File: config.mk
export PLATFORM = sky130hd
export DESIGN_NAME = hlpc_cell_unit
export DESIGN_NICKNAME = d
export VERILOG_FILES = /design/src/rtl/hlpc_pkg.sv /design/src/rtl/hlpc_cell_unit.sv
export SDC_FILE = /design/constraint.sdc
export NUM_CORES = 1
export LEC_CHECK = 0
export BUFFER_PORTS_ARGS = -buffer_cell sky130_fd_sc_hd__buf_4
export CAP_MARGIN = 20
export CORE_MARGIN = 8
export CORE_UTILIZATION = 54
export CTS_CLUSTER_DIAMETER = 80
export DETAILED_ROUTE_END_ITERATION = 12
export GPL_ROUTABILITY_DRIVEN = 1
export PLACE_DENSITY = 0.81
export REMOVE_ABC_BUFFERS = 1
export SLEW_MARGIN = 40
export SYNTH_ARGS = -nofsm -noshare
export SYNTH_HDL_FRONTEND = slang
export SYNTH_SLANG_ARGS = --single-unit
File: constraint.sdc
create_clock -name aclk -period 25.3 [get_ports aclk]
set_input_delay 2.53 -clock aclk [delete_from_list [all_inputs] [get_ports aclk]]
set_output_delay 2.53 -clock aclk [all_outputs]
set_load 0.05 [all_outputs]
File: src/rtl/hlpc_pkg.sv
// Shared constants, types and functions of the hive lattice point counter.
// Holds the rhombus table, the row coefficient functions and field widths.
// No dependencies.
package hlpc_pkg;

    localparam int PART_W  = 6;
    localparam int N_ROWS  = 18;
    localparam int VAL_W   = 9;   // boundary labels of the hive
    localparam int RHS_W   = 12;
    localparam int NRHS_W  = 15;
    localparam int COORD_W = 9;
    localparam int REM_W   = 16;
    localparam int WID_W   = 17;
    localparam int CNT_W   = 40;
    localparam int COEF_W  = 45;
    localparam int WIDE_W  = 48;
    localparam int HS_W    = 41;
    localparam int DIM_W   = 3;
    localparam int DIL_W   = 3;
    localparam int N_DIL   = 5;
    localparam int IN_W    = 12 * PART_W;
    localparam int OUT_W   = DIM_W + 5 * CNT_W + 4 * COEF_W + HS_W;

    localparam logic [CNT_W-1:0] CNT_MAX = {CNT_W{1'b1}};
    localparam logic [DIL_W-1:0] DIL_BASE = 3'd3;
    localparam logic [DIL_W-1:0] DIL_EXTRA = 3'd5;

    // Hive points as octal {x,y}; per rhombus: two minus corners, two plus corners.
    localparam logic [5:0] PT_X = 6'o11;
    localparam logic [5:0] PT_U = 6'o12;
    localparam logic [5:0] PT_V = 6'o21;

    localparam logic [5:0] RH_PTS [N_ROWS][4] = '{
        '{6'o10, 6'o01, 6'o00, 6'o11},
        '{6'o11, 6'o02, 6'o01, 6'o12},
        '{6'o01, 6'o11, 6'o02, 6'o10},
        '{6'o12, 6'o03, 6'o02, 6'o13},
        '{6'o02, 6'o12, 6'o03, 6'o11},
        '{6'o03, 6'o13, 6'o04, 6'o12},
        '{6'o20, 6'o11, 6'o10, 6'o21},
        '{6'o10, 6'o11, 6'o20, 6'o01},
        '{6'o21, 6'o12, 6'o11, 6'o22},
        '{6'o11, 6'o21, 6'o12, 6'o20},
        '{6'o11, 6'o12, 6'o21, 6'o02},
        '{6'o12, 6'o22, 6'o13, 6'o21},
        '{6'o12, 6'o13, 6'o22, 6'o03},
        '{6'o30, 6'o21, 6'o20, 6'o31},
        '{6'o20, 6'o21, 6'o30, 6'o11},
        '{6'o21, 6'o31, 6'o22, 6'o30},
        '{6'o21, 6'o22, 6'o31, 6'o12},
        '{6'o30, 6'o31, 6'o40, 6'o21}
    };

    typedef logic signed [NRHS_W-1:0] nrhs_t;
    typedef nrhs_t nrhs_arr_t [N_ROWS];

    typedef struct packed {
        logic issue;
        logic clear;
    } cell_ctl_t;

    function automatic logic is_inner(input logic [5:0] pt);
        return (pt == PT_X) || (pt == PT_U) || (pt == PT_V);
    endfunction

    // Coefficient of variable idx (0 = x, 1 = u, 2 = v) in rhombus k.
    function automatic logic signed [2:0] rh_coef(input int k, input int idx);
        logic signed [2:0] c;
        logic [5:0] pt;
        logic hit;
        c = 3'sd0;
        for (int j = 0; j < 4; j++) begin
            pt = RH_PTS[k][j];
            hit = (idx == 0 && pt == PT_X) || (idx == 1 && pt == PT_U) ||
                  (idx == 2 && pt == PT_V);
            if (hit) begin
                c = (j < 2) ? c - 3'sd1 : c + 3'sd1;
            end
        end
        return c;
    endfunction

    function automatic logic signed [2:0] rh_sum(input int k);
        return rh_coef(k, 0) + rh_coef(k, 1) + rh_coef(k, 2);
    endfunction

    function automatic logic [COEF_W-1:0] sat45(input logic signed [WIDE_W-1:0] v);
        logic signed [WIDE_W-1:0] hi_lim;
        logic signed [WIDE_W-1:0] lo_lim;
        hi_lim = (WIDE_W'(1) <<< (COEF_W - 1)) - WIDE_W'(1);
        lo_lim = -(WIDE_W'(1) <<< (COEF_W - 1));
        if (v > hi_lim) return hi_lim[COEF_W-1:0];
        if (v < lo_lim) return lo_lim[COEF_W-1:0];
        return v[COEF_W-1:0];
    endfunction

endpackage

File: src/rtl/hlpc_cell_unit.sv
// Cell evaluator: one (u,v) cell a cycle through a three-stage pipeline.
// Evaluates all rhombus rows, intersects the x-interval and accumulates the count.
// Depends on hlpc_pkg.
module hlpc_cell_unit (
    input  logic                            aclk,
    input  logic                            aresetn,
    input  hlpc_pkg::cell_ctl_t             ctl,
    input  logic [hlpc_pkg::COORD_W-1:0]    u,
    input  logic [hlpc_pkg::COORD_W-1:0]    v,
    input  hlpc_pkg::nrhs_arr_t             nrhs,
    output logic                            busy,
    output logic [hlpc_pkg::CNT_W-1:0]      count
);
    import hlpc_pkg::*;

    logic signed [REM_W-1:0] rem_reg [N_ROWS];
    logic signed [REM_W-1:0] rem_now [N_ROWS];
    logic                    v1_reg;
    logic                    v2_reg;
    logic                    ok2_reg;
    logic                    inf2_reg;
    logic [WID_W-1:0]        w2_reg;
    logic [CNT_W-1:0]        acc_reg;

    logic signed [REM_W-1:0] hi;
    logic signed [REM_W-1:0] lo;
    logic                    has_hi;
    logic                    has_lo;
    logic                    viol;
    logic signed [WID_W-1:0] width;
    logic [CNT_W:0]          sum;

    always_comb begin
        logic signed [REM_W-1:0] us;
        logic signed [REM_W-1:0] vs;
        logic signed [REM_W-1:0] t;
        us = signed'(REM_W'(u));
        vs = signed'(REM_W'(v));
        for (int k = 0; k < N_ROWS; k++) begin
            t = REM_W'(nrhs[k]);
            if (rh_coef(k, 1) > 0) t = t - us;
            else if (rh_coef(k, 1) < 0) t = t + us;
            if (rh_coef(k, 2) > 0) t = t - vs;
            else if (rh_coef(k, 2) < 0) t = t + vs;
            rem_now[k] = t;
        end
    end

    // Upper bounds come from rows with a positive rh_sum, lower from a negative one.
    always_comb begin
        hi = '0;
        lo = '0;
        has_hi = 1'b0;
        has_lo = 1'b0;
        viol = 1'b0;
        for (int k = 0; k < N_ROWS; k++) begin
            if (rh_sum(k) > 0) begin
                if (!has_hi || rem_reg[k] < hi) hi = rem_reg[k];
                has_hi = 1'b1;
            end else if (rh_sum(k) < 0) begin
                if (!has_lo || -rem_reg[k] > lo) lo = -rem_reg[k];
                has_lo = 1'b1;
            end else if (rem_reg[k] < 0) begin
                viol = 1'b1;
            end
        end
        width = signed'({hi[REM_W-1], hi}) - signed'({lo[REM_W-1], lo}) + WID_W'(1);
        sum = {1'b0, acc_reg} + {{(CNT_W + 1 - WID_W){1'b0}}, w2_reg};
    end

    always_ff @(posedge aclk) begin
        if (!aresetn) begin
            v1_reg  <= 1'b0;
            v2_reg  <= 1'b0;
            acc_reg <= '0;
        end else begin
            v1_reg <= ctl.issue;
            v2_reg <= v1_reg;
            if (ctl.clear) begin
                acc_reg <= '0;
            end else if (v2_reg && ok2_reg) begin
                if (inf2_reg || sum > {1'b0, CNT_MAX}) acc_reg <= CNT_MAX;
                else acc_reg <= sum[CNT_W-1:0];
            end
        end
        for (int k = 0; k < N_ROWS; k++) rem_reg[k] <= rem_now[k];
        inf2_reg <= !has_hi || !has_lo;
        ok2_reg  <= !viol && (!has_hi || !has_lo || hi >= lo);
        w2_reg   <= width;
    end

    assign busy  = v1_reg | v2_reg;
    assign count = acc_reg;

endmodule

==> impl_metrics.json <==
{
  "run_status": "finished, final reports clean",
  "netlist_area_mm2": 0.0236,
  "r2r_start": "rem_reg[2][7]",
  "final_common_cell": "buf_4",
  "grtUsageMet2_pct": 48.2,
  "hp-class": "reg -> reg",
  "grt_pass1_vias": 21660,
  "viasPerCell": 5.76,
  "timing.fmax_mhz": 42.2,
  "cpPeakStageDelay_ns": 0.56,
  "finalClockSkew_ns": 0.0176,
  "dpl_worst_slack_ns": 0.478,
  "drtIter0Drc": 1505,
  "wirelength_mm": 78.0,
  "fillerInstances": 3626,
  "stdcell_area_mm2": 0.0283,
  "hpwl_mm": 64.9,
  "whs_path_depth": 1,
  "min_to": "v2_reg",
  "core_area_mm2": 0.0432,
  "nets": 3871,
  "min_from": "v1_reg",
  "start_util_pct": 54.7,
  "synth_flop_cell": "dfxtp_1",
  "cts_buffers": 31,
  "cts-root-buf": "clkbuf_16",
  "fin_crit_sh_pct": 93.7,
  "cp_max_fo": 28,
  "die-area_mm2": 0.0507,
  "worstPathArrival_ns": 24.21,
  "worst-r2r-setup-slack_ns": 1.60,
  "cts_tree": "done",
  "timing.final.crit_period_ns": 23.70,
  "slew_viol_final": 0,
  "vias": 21710,
  "port_buffers": 332,
  "top_usage_layer": "met2",
  "drtAntennaViolNets": 0,
  "fin_ws_ns": 1.60,
  "track_usage_pct": 29.3,
  "num_antenna_cells": 0,
  "end_kind": "register",
  "clk_latency_ns": 0.58,
  "placed_cell_area_mm2": 0.0268,
  "layout-drive-gt1-share_pct": 17.0,
  "ys_seq_elements": 255,
  "required_ns": 25.81,
  "final_cell_mix": "373 x buf_4, 363 x inv_1, 358 x ha_1, 255 x dfxtp_1, 214 x a21oi_1",
  "syn_avg_cell_area_um2": 8.45,
  "ioPinCount": 333,
  "num_rows": 76,
  "first_pass_iters": 5,
  "worst_pin_slew_ns": 0.746,
  "start_kind": "register",
  "clk_pin_slew_ns": 0.06,
  "use_met1_pct": 38.1,
  "detail_route.wl_per_cell_um": 20.7,
  "synth_edf_count": 0,
  "antenna_found_initial": 2,
  "critPathSlowestCell": "or4_1",
  "finalHoldViolCount": 0,
  "r2r-end": "w2_reg[16]",
  "chipHeight_um": 225,
  "die_w_um": 225,
  "slew_headroom_pct": 50.1,
  "gr-total-overflow": 0,
  "cts.path.max_buffers": 3,
  "crit_top_cell": "a21oi_1",
  "grt_first_pass_wirelength_mm": 118,
  "gp_congestion": 0.983,
  "yosysUniqueCellTypes": 94,
  "cts_sinks": 255,
  "area_delta_synth_final_pct": 19.9,
  "yosysSeqAreaShare_pct": 21.6,
  "ys_async_sr_fraction_pct": 0,
  "path_class": "reg -> reg",
  "reg2reg_depth": 135,
  "drv_cap": 0,
  "synth_cells": 2796,
  "grt_max_degree": 40,
  "largest_reg_flops": 195,
  "setup_viol": 0,
  "grtUsageMet3_pct": 6.30,
  "yosysWarnings": 0,
  "htree_levels": 1,
  "drc": 0
}
## critical path, delay by kind of cell, from the launching register on
kind | cells | cell delay (ns)
mux | 4 | 1.08
compound gates | 54 | 10.03
flops | 1 | 0.33
xor+xnor | 2 | 0.35
buf+inv | 13 | 1.97
simple gates | 52 | 7.00
fa+ha+maj | 10 | 2.80
## logic make-up (layout without fill, tap and decap cells)
logic type / Yosys count / in the layout / share of synthesized area, %
and+or+nand+nor: 726 / 726 / 15.8
AOI/OAI and AO/OA: 635 / 637 / 18.4
adders and majority gates: 424 / 424 / 24.3
buffers and inverters: 411 / 798 / 6.63
xor gates and xnor gates: 272 / 272 / 10.1
DFF: 255 / 255 / 21.6
muxes: 73 / 73 / 3.22
## cells in the mapped netlist (all sizes together), types with 15 or more instances
master	count	share of area (%)
a2111oi	15	1.3
a21o	73	2.3
a21oi	215	4.6
a311oi	16	0.59
and2	22	0.58
and3	15	0.42
clkbuf	38	0.60
dfxtp	255	22
fa	59	5.0
ha	359	19
inv	363	5.8
mux2	20	0.95
mux2i	53	2.3
nand2	147	2.3
nand2b	55	1.5
nand3	41	0.91
nand4	27	0.72
nor2	177	2.8
nor2b	73	1.9
nor3	62	1.3
nor4	35	0.93
o2111ai	16	0.62
o211ai	16	0.51
o21ai	105	2.2
o21bai	63	2.0
o22ai	16	0.42
xnor2	158	5.9
xor2	114	4.2
## layer usage
metal / routed length, um / part of all wire (%) / vias up
met1: 34000 / 44 / 10217
met5: 23 / 0.030 / -
met3: 6190 / 7.9 / 167
li1: - / - / 10475
met4: 2630 / 3.4 / 4
met2: 35100 / 45 / 847
## worst max path at each step
stage	startpoint	endpoint	slack [ns]
after floorplan	rem_reg[2][7]	w2_reg[15]	-2.93
after global placement	rem_reg[3][1]	w2_reg[15]	1.39
after detailed placement	rem_reg[2][7]	w2_reg[15]	0.48
after CTS	rem_reg[2][7]	w2_reg[15]	0.37
after global routing	rem_reg[2][7]	w2_reg[15]	-0.15
final	rem_reg[2][7]	w2_reg[16]	1.60
## layout make-up
class | count | area [um2] | area share, %
multi-input combinational | 2132 | 17200 | 60.8
sequential | 255 | 5100 | 18.0
timing repair buffer | 377 | 2850 | 10.0
inverter | 364 | 1370 | 4.84
clock buffer | 41 | 863 | 3.05
tap | 585 | 732 | 2.58
clock inverter | 16 | 188 | 0.662
## through the flow
step | setup TNS, ns | instances | util, % | hold WS [ns]
3_3_place_gp | 0 | 3682 | 62.1 | 0.437
4_1_cts | 0 | 3739 | 64.5 | 0.460
5_1_grt | -0.297 | 3770 | 65.6 | 0.469
2_1_floorplan | -30.38 | 2749 | - | 0.373
6_report | 0 | 3770 | 65.6 | 0.456
3_5_place_dp | 0 | 3682 | 62.1 | 0.445
## what timing repair did
action                     CTS  global route
hold buffers                 0             0
buffers inserted             0            28
resized for setup            0            47
hold endpoints to repair     0             0
setup endpoints to repair    0            13
Power is not shown: default switching activity piles up to over one toggle a cycle in this logic, so the estimate is an artifact.
