**src/rtl/hlpc_pkg.sv**
```systemverilog
// Shared constants, types and functions of the hive lattice point counter.
// Holds the rhombus table, the row coefficient functions and field widths.
// No dependencies.
package hlpc_pkg;

    localparam int PART_W  = 6;
    localparam int N_ROWS  = 18;
    localparam int VAL_W   = 9;   // boundary labels of the hive
    localparam int RHS_W   = 12;
    localparam int NRHS_W  = 15;
    localparam int COORD_W = 9;
    localparam int REM_W   = 16;
    localparam int WID_W   = 17;
    localparam int CNT_W   = 40;
    localparam int COEF_W  = 45;
    localparam int WIDE_W  = 48;
    localparam int HS_W    = 41;
    localparam int DIM_W   = 3;
    localparam int DIL_W   = 3;
    localparam int N_DIL   = 5;
    localparam int IN_W    = 12 * PART_W;
    localparam int OUT_W   = DIM_W + 5 * CNT_W + 4 * COEF_W + HS_W;

    localparam logic [CNT_W-1:0] CNT_MAX = {CNT_W{1'b1}};
    localparam logic [DIL_W-1:0] DIL_BASE = 3'd3;
    localparam logic [DIL_W-1:0] DIL_EXTRA = 3'd5;

    // Hive points as octal {x,y}; per rhombus: two minus corners, two plus corners.
    localparam logic [5:0] PT_X = 6'o11;
    localparam logic [5:0] PT_U = 6'o12;
    localparam logic [5:0] PT_V = 6'o21;

    localparam logic [5:0] RH_PTS [N_ROWS][4] = '{
        '{6'o10, 6'o01, 6'o00, 6'o11},
        '{6'o11, 6'o02, 6'o01, 6'o12},
        '{6'o01, 6'o11, 6'o02, 6'o10},
        '{6'o12, 6'o03, 6'o02, 6'o13},
        '{6'o02, 6'o12, 6'o03, 6'o11},
        '{6'o03, 6'o13, 6'o04, 6'o12},
        '{6'o20, 6'o11, 6'o10, 6'o21},
        '{6'o10, 6'o11, 6'o20, 6'o01},
        '{6'o21, 6'o12, 6'o11, 6'o22},
        '{6'o11, 6'o21, 6'o12, 6'o20},
        '{6'o11, 6'o12, 6'o21, 6'o02},
        '{6'o12, 6'o22, 6'o13, 6'o21},
        '{6'o12, 6'o13, 6'o22, 6'o03},
        '{6'o30, 6'o21, 6'o20, 6'o31},
        '{6'o20, 6'o21, 6'o30, 6'o11},
        '{6'o21, 6'o31, 6'o22, 6'o30},
        '{6'o21, 6'o22, 6'o31, 6'o12},
        '{6'o30, 6'o31, 6'o40, 6'o21}
    };

    typedef logic signed [NRHS_W-1:0] nrhs_t;
    typedef nrhs_t nrhs_arr_t [N_ROWS];

    typedef struct packed {
        logic issue;
        logic clear;
    } cell_ctl_t;

    function automatic logic is_inner(input logic [5:0] pt);
        return (pt == PT_X) || (pt == PT_U) || (pt == PT_V);
    endfunction

    // Coefficient of variable idx (0 = x, 1 = u, 2 = v) in rhombus k.
    function automatic logic signed [2:0] rh_coef(input int k, input int idx);
        logic signed [2:0] c;
        logic [5:0] pt;
        logic hit;
        c = 3'sd0;
        for (int j = 0; j < 4; j++) begin
            pt = RH_PTS[k][j];
            hit = (idx == 0 && pt == PT_X) || (idx == 1 && pt == PT_U) ||
                  (idx == 2 && pt == PT_V);
            if (hit) begin
                c = (j < 2) ? c - 3'sd1 : c + 3'sd1;
            end
        end
        return c;
    endfunction

    function automatic logic signed [2:0] rh_sum(input int k);
        return rh_coef(k, 0) + rh_coef(k, 1) + rh_coef(k, 2);
    endfunction

    function automatic logic [COEF_W-1:0] sat45(input logic signed [WIDE_W-1:0] v);
        logic signed [WIDE_W-1:0] hi_lim;
        logic signed [WIDE_W-1:0] lo_lim;
        hi_lim = (WIDE_W'(1) <<< (COEF_W - 1)) - WIDE_W'(1);
        lo_lim = -(WIDE_W'(1) <<< (COEF_W - 1));
        if (v > hi_lim) return hi_lim[COEF_W-1:0];
        if (v < lo_lim) return lo_lim[COEF_W-1:0];
        return v[COEF_W-1:0];
    endfunction

endpackage

```
**src/rtl/hlpc_div6.sv**
```systemverilog
// Divide-by-six unit for the dimension-one volume: halves the operand, then divides
// by three through a reciprocal product built on one shared 24 x 24 multiplier.
// Depends on hlpc_pkg.
module hlpc_div6 (
    input  logic                         aclk,
    input  logic                         aresetn,
    input  logic                         start,
    input  logic [hlpc_pkg::WIDE_W-1:0]  dividend,
    output logic                         busy,
    output logic [hlpc_pkg::WIDE_W-1:0]  quotient
);
    import hlpc_pkg::*;

    localparam int HALF_W = WIDE_W / 2;
    localparam int PROD_W = 2 * HALF_W;
    localparam int ACC_W  = 4 * HALF_W;
    // (2^48 - 1) / 3 is this segment repeated twice
    localparam logic [HALF_W-1:0] RECIP_SEG = 24'h555555;

    typedef enum logic [2:0] {D_IDLE, D_MUL_LO, D_MUL_HI, D_EST, D_FIX} dstate_t;

    dstate_t               state_reg;
    logic [WIDE_W-1:0]     y_reg;
    logic [ACC_W-1:0]      part_reg;
    logic [WIDE_W-1:0]     est_reg;
    logic [WIDE_W-1:0]     quo_reg;
    logic [HALF_W-1:0]     mul_a;
    logic [PROD_W-1:0]     prod;
    logic [ACC_W-1:0]      full;
    logic [WIDE_W-1:0]     resid;

    assign mul_a = (state_reg == D_MUL_HI) ? y_reg[2*HALF_W-1:HALF_W] : y_reg[HALF_W-1:0];
    assign prod  = {{HALF_W{1'b0}}, mul_a} * {{HALF_W{1'b0}}, RECIP_SEG};
    // y * (seg * 2^24 + seg); the top half is floor(y/3) or one less
    assign full  = part_reg + (part_reg << HALF_W);
    assign resid = y_reg - ((est_reg << 1) + est_reg);

    always_ff @(posedge aclk) begin
        if (!aresetn) begin
            state_reg <= D_IDLE;
        end else begin
            unique case (state_reg)
                D_IDLE: begin
                    if (start) state_reg <= D_MUL_LO;
                end
                D_MUL_LO: state_reg <= D_MUL_HI;
                D_MUL_HI: state_reg <= D_EST;
                D_EST:    state_reg <= D_FIX;
                D_FIX:    state_reg <= D_IDLE;
                default:  state_reg <= D_IDLE;
            endcase
        end
        case (state_reg)
            D_IDLE: begin
                if (start) y_reg <= {1'b0, dividend[WIDE_W-1:1]};
            end
            D_MUL_LO: begin
                part_reg <= {{(ACC_W - PROD_W){1'b0}}, prod};
            end
            D_MUL_HI: begin
                part_reg <= part_reg + {{(ACC_W - PROD_W - HALF_W){1'b0}}, prod,
                                        {HALF_W{1'b0}}};
            end
            D_EST: begin
                est_reg <= full[ACC_W-1:2*HALF_W];
            end
            D_FIX: begin
                // bump the estimate when a whole three is left over
                quo_reg <= (resid >= WIDE_W'(3)) ? est_reg + WIDE_W'(1) : est_reg;
            end
            default: begin
            end
        endcase
    end

    assign busy     = (state_reg != D_IDLE);
    assign quotient = quo_reg;

endmodule
```
**config.mk**
```make
export PLATFORM = sky130hd
export DESIGN_NAME = hlpc_div6
export DESIGN_NICKNAME = d
export VERILOG_FILES = /design/src/rtl/hlpc_pkg.sv /design/src/rtl/hlpc_div6.sv
export SDC_FILE = /design/constraint.sdc
export NUM_CORES = 1
export LEC_CHECK = 0
export BUFFER_PORTS_ARGS = -buffer_cell sky130_fd_sc_hd__clkbuf_2
export CORE_MARGIN = 4
export CORE_UTILIZATION = 34
export DETAILED_ROUTE_END_ITERATION = 8
export GPL_ROUTABILITY_DRIVEN = 0
export HOLD_SLACK_MARGIN = 0.15
export PLACE_DENSITY_LB_ADDON = 0.12
export SETUP_SLACK_MARGIN = 0.2
export SYNTH_ARGS = -nofsm -noshare
export SYNTH_HDL_FRONTEND = slang
export SYNTH_SLANG_ARGS = --single-unit
```
**constraint.sdc**
```tcl
create_clock -name aclk -period 16.9 [get_ports aclk]
set_clock_uncertainty 0.2 [all_clocks]
set_input_delay 1.69 -clock aclk [delete_from_list [all_inputs] [get_ports aclk]]
set_output_delay 1.69 -clock aclk [all_outputs]
set_load 0.02 [all_outputs]
```
==> results of run 1 <==
==> worst min path at each step <==
stage / to / slack, ps / cells past startpoint
finish: state_reg[0]$_SDFFE_PN0P_ / 370 / 1
global route: state_reg[1]$_SDFFE_PN0P_ / 420 / 1
CTS: state_reg[0]$_SDFFE_PN0P_ / 360 / 1
detailed placement: state_reg[0]$_SDFFE_PN0P_ / 360 / 1
global placement: state_reg[0]$_SDFFE_PN0P_ / 320 / 1
floorplan: state_reg[0]$_SDFFE_PN0P_ / 280 / 1
==> layout make-up <==
| type | instances | share of cell area |
|---|---|---|
| clock inverters | 19 | 0.009857 |
| inverters | 444 | 0.05252 |
| well taps | 1134 | 0.04471 |
| flip-flops and latches | 242 | 0.2281 |
| clock buffers | 35 | 0.02425 |
| repair buffers | 104 | 0.01688 |
| multi-input cells | 2214 | 0.6237 |
==> layer usage <==
metal | up-vias | part of all wire | track usage
met2 | 520 | 0.46 | 0.3271
met4 | 0 | 0.058 | 0.1002
met5 | - | 0 | 0
met3 | 162 | 0.037 | 0.01906
met1 | 10630 | 0.45 | 0.2658
li1 | 10420 | - | -
==> through the flow <==
stage / utilization / instance area [sq um] / hold WS [ps]
5_1_grt: 0.3780 / 31730 / 419.8
3_3_place_gp: 0.3651 / 30650 / 322.5
6_report: 0.3780 / 31730 / 369.4
2_1_floorplan: - / 28940 / 280.1
3_5_place_dp: 0.3651 / 30650 / 360.3
4_1_cts: 0.3780 / 31730 / 362.5
==> cell usage after synthesis, types with 10 or more instances <==
cell and number:
nor3_1 31, or2_2 11, nand4_1 44, ha_1 437, nor2_1 161, xor2_1 85, nand3_1 62, o21bai_1 26
o31ai_1 13, a21o_1 105, and3_1 38, o21ai_0 116, o21a_1 25, or3_1 17, fa_1 242, nand2b_1 16
a211oi_1 16, and2_1 40, a21oi_1 173, nand2_1 205, nor2b_1 22, buf_2 10, a31oi_1 20, edfxtp_1 239
xnor2_1 131, clkbuf_1 53, inv_1 444, mux2i_1 11, o211ai_1 11
==> critical path: cells and delay by family (launching register included) <==
family,cells,cell delay (ps)
fa+ha+maj,9,4030
compound gates,12,3730
simple gates,7,1170
buf+inv,4,940
mux,1,780
flops,1,370
xor+xnor,2,300
==> logic make-up (layout without fill, tap and decap cells) <==
logic type,count (synthesis),count (layout),synth area share
and+or+nand+nor,699,699,0.1188
AOI/OAI and AO/OA,604,604,0.1363
adders and majority gates,679,679,0.3563
buffers and inverters,510,602,0.06697
muxes,15,15,0.005361
DFF,242,242,0.2501
xor gates and xnor gates,217,217,0.06614
==> results.yml, run 1 <==
run_status:
  status: "finished clean"
die:
  start_util: 0.3447
  die_x_um: 299.8
  placementRows: 106
  fp.coreArea_sq_um: 83950
  ios: 100
  dieArea_sq_um: 89850
  die_height_um: 299.8
cells_and_area:
  diodes: 0
  fillers: 8416
  final_cell_mix: "inv_1, ha_1, fa_1"
  seq_area_sq_um: 7237
  finalNonFillerCells: 4192
  layout.nets: 3766
  drive_gt1_frac: 0.06148
  multi_input_area_sq_um: 19790
  areaGrowthSynthToFinish_pct: 9.645
  final_common_cell: "inv_1"
  largest_reg_flops: 96
job:
  max_cap_viol_count: 0
global_routing:
  grt_max_degree: 98
  globalRouteOverflowTotal: 0
  grtUsageTotal: 0.2000
  grt_pass1_wl_mm: 136.3
  antenna_found_initial: 0
  grt_pass1_vias: 22280
sta:
  slew_headroom: 0.2869
  finalSetupTns_ps: 0
  final-hold-violation-count: 0
  rsz0062_at_grt: "no"
  max_freq_mhz: 84.27
  setup_violations: 0
  fin_crit_ps: 11870
  slew_violations: 0
  tightest_slew_ps: 1070
  fin_crit_sh: 0.7022
  setup_ws_ps: 5033
setup_path:
  worst_r2r_endpoint: "part_reg[92]$_SDFFCE_PP0P_"
  critPathMaxStageDelay_ps: 780
  regToRegSetupSlack_ps: 5030
  cp.arrival_ps: 11990
  r2r_cells: 35
  worstSetupStartpointType: "flop"
  end_kind: "flop"
  critPathLaunch: "state_reg[0]$_SDFFE_PN0P_"
  required_ps: 17030
  path_common_cell: "fa_1"
  crit_type: "flop to flop"
  r2r_start: "state_reg[0]$_SDFFE_PN0P_"
  crit_path_max_fanout: 34
  crit_slowest_cell: "mux2i_1"
  endpoint: "part_reg[92]$_SDFFCE_PP0P_"
logic_synthesis:
  yosys_warnings: 0
  synth_area_leader_cell: "edfxtp_1"
  synth.area.top_cells: "edfxtp_1, ha_1, fa_1, inv_1, xnor2_1"
  synthCells: 2966
  netlist_area_sq_um: 28940
  synth_top_area_frac: 0.2480
  synthFlopType: "edfxtp_1"
  synthArstFlopShare: 0
  yosysSeqAreaShare: 0.2501
  synth-seq-cells: 242
  synth_edf_count: 239
  synth_area_per_cell_sq_um: 9.758
  syn_nets: 3696
  ys_types: 81
detailed_routing:
  routedWlPerCell_um: 21.82
  final_antenna_net_count: 0
  drc: 0
  dr.pass1.iters: 6
  drtIter0Drc: 1295
  wl_mm: 91.45
  post_drt_via_cell_ratio: 5.184
  vias: 21730
cts:
  cts_hold_buf: 0
  cts_tree: "built"
  cts_setup_buffers: 0
  clk_path_buf_depth: 3
  cts_root_buf: "clkbuf_16"
  clk_pin_slew_ps: 60
  clock-sinks: 242
  numCtsBuffers: 30
  htree_levels: 1
  cts_resized: 0
  insertion_delay_ps: 620
placed_design:
  portBuffers: 98
  dp_slack_ps: 5072
  dp_hpwl_mm: 78.12
  dp_cells: 4138
worst_hold_path:
  min_from: "state_reg[2]$_SDFFE_PN0P_"
  hold_path.class: "flop to flop"
Power of run 1 is left out: the tool's default activity adds up to more than one toggle a clock period on the data nets, which glitch-free logic cannot reach.
==> run 2: changes to the inputs <==
- ABC_AREA: not set -> 1
- clock period: 16.9 -> 10.9 ns (I/O delays scaled with it)
==> results.yml, run 2 <==
setup_path:
  crit_type: "flop to flop"
  critPathMaxStageDelay_ps: 540
  crit_slowest_cell: "fa_1"
  path_common_cell: "nand2_1"
  end_kind: "flop"
  cp.arrival_ps: 10100
  required_ps: 11030
  crit_path_max_fanout: 23
  worstSetupStartpointType: "flop"
global_routing:
  globalRouteOverflowTotal: 0
  antenna_found_initial: 0
  grt_pass1_vias: 30490
  grt_pass1_wl_mm: 187.0
  grtUsageTotal: 0.2330
  grt_max_degree: 67
detailed_routing:
  routedWlPerCell_um: 20.47
  top_layer_used: "met4"
  wl_met2_mm: 55.99
  wl_met3_mm: 6.655
  vias: 30500
  dr.pass1.iters: 6
  wl_met1_mm: 55.11
  drtIter0Drc: 2252
  wl_mm: 123.7
  drc: 0
  final_antenna_net_count: 0
  post_drt_via_cell_ratio: 5.045
die:
  dieArea_sq_um: 105400
  fp.coreArea_sq_um: 98850
  start_util: 0.3447
  placementRows: 115
  die_x_um: 324.6
  die_height_um: 324.6
  ios: 100
logic_synthesis:
  synth_area_leader_cell: "edfxtp_1"
  synthCells: 4603
  synth_edf_count: 239
  syn_nets: 5333
  synthArstFlopShare: 0
  yosys.area_share.simple: 0.2194
  synth_top_area_frac: 0.2106
  synthFlopType: "edfxtp_1"
  synth_mux_area_frac: 0
  netlist_area_sq_um: 34080
  synth.area.top_cells: "edfxtp_1, ha_1, fa_1, nand2_1, inv_1"
  synth-seq-cells: 242
  synth_compound_area_frac: 0.1167
  yosysSeqAreaShare: 0.2124
  synth_fa_ha_area_frac: 0.3026
  synth_top_family_by_area: "adder cells"
  synth_area_per_cell_sq_um: 7.403
  synth-xor-area-share: 0.04009
  ys_types: 42
  yosys_warnings: 0
  synth.most_common_cell: "nand2_1"
  synth_common_cells: "nand2_1, inv_1, nor2_1"
sta:
  finalSetupTns_ps: 0
  rsz0062_at_grt: "no"
  setup_violations: 0
  fin_crit_sh: 0.9142
  slew_violations: 0
  final-hold-violation-count: 0
  slew_headroom: 0.3770
  whs_ps: 372.6
  tightest_slew_ps: 924.7
  max_freq_mhz: 100.4
  setup_ws_ps: 935.0
  fin_crit_ps: 9965
worst_hold_path:
  hold_path.class: "flop to flop"
cells_and_area:
  utilization: 0.3788
  final_common_cell: "nand2_1"
  layout.nets: 5460
  largest_reg_flops: 96
  drive_gt1_frac: 0.04248
  areaGrowthSynthToFinish_pct: 9.891
  final_cell_mix: "nand2_1, inv_1, nor2_1"
cts:
  insertion_delay_ps: 590
  cts_setup_buffers: 0
  clock-sinks: 242
  clk_pin_slew_ps: 60
  clk_path_buf_depth: 3
  htree_levels: 2
  numCtsBuffers: 35
  cts_hold_buf: 0
  cts_root_buf: "clkbuf_16"
  cts_resized: 0
  cts_tree: "built"
placed_design:
  dp_slack_ps: 569.4
  dp_hpwl_mm: 108.0
  portBuffers: 98
run_status:
  status: "finished clean"
job:
  max_cap_viol_count: 0
## run 2: changes by cell type in the layout (fill, tap and decap cells not counted), sizes merged, moves of 29 or more
cell,previous run,this run
xor2,85,114
nor3,31,81
a21oi,173,348
and2,41,10
nand2,205,973
nor2,161,479
inv,446,943
xnor2,131,42
nand3,65,184
o21ai,119,233
a21o,105,24
and3,39,3
## run 2: area by class of cell
class	instances	area [sq um]
Clock inverter	22	280.3
Antenna cell	2	5.005
Clock buffer	40	894.6
Sequential cell	242	7237
Inverter	943	3540
Fill cell	10580	61400
Multi-Input combinational cell	3385	23200
Tap cell	1287	1610
Timing Repair Buffer	123	681.9
## run 2: through the flow
stage,instance area [sq um],cells
after global routing,37440,6042
final,37450,6044
after CTS,37420,6042
after global placement,36250,5980
after detailed placement,36250,5980
after floorplan,34080,4603
## run 2: cell families (layout without fill, tap and decap cells)
kind of cell               Yosys count  count (layout)
xor gates and xnor gates           156             156
DFF                                242             242
AOI/OAI and AO/OA                  727             727
other                                0               2
and+or+nand+nor                   1823            1823
adders and majority gates          679             679
buffers and inverters              976            1128
## run 2: routing by layer
layer  vias up  track usage
met1     14330       0.3111
met2       857       0.3807
met5         -            0
met4         0      0.09806
li1      15110            -
met3       196      0.03049
## run 2: final timing paths
| path | startpoint | to | slack, ps | cells after the start |
|---|---|---|---|---|
| setup / recovery | state_reg[1]$_SDFFE_PN0P_ | part_reg[87]$_SDFFCE_PP0P_ | 940 | 42 |
| hold / removal | state_reg[2]$_SDFFE_PN0P_ | state_reg[0]$_SDFFE_PN0P_ | 370 | 3 |
| setup reg to reg | state_reg[1]$_SDFFE_PN0P_ | part_reg[87]$_SDFFCE_PP0P_ | 940 | 42 |
| hold reg to reg | state_reg[2]$_SDFFE_PN0P_ | state_reg[0]$_SDFFE_PN0P_ | 370 | 3 |
## run 2: worst max-delay path, delay by kind of cell (launching register included)
| kind | cells | cell delay, ps |
|---|---|---|
| and+or+nand+nor | 17 | 2410 |
| AOI/OAI and AO/OA | 7 | 1550 |
| buffers and inverters | 9 | 1120 |
| adders and majority gates | 9 | 3960 |
| DFF | 1 | 440 |
Power of run 2 is left out for the same reason.
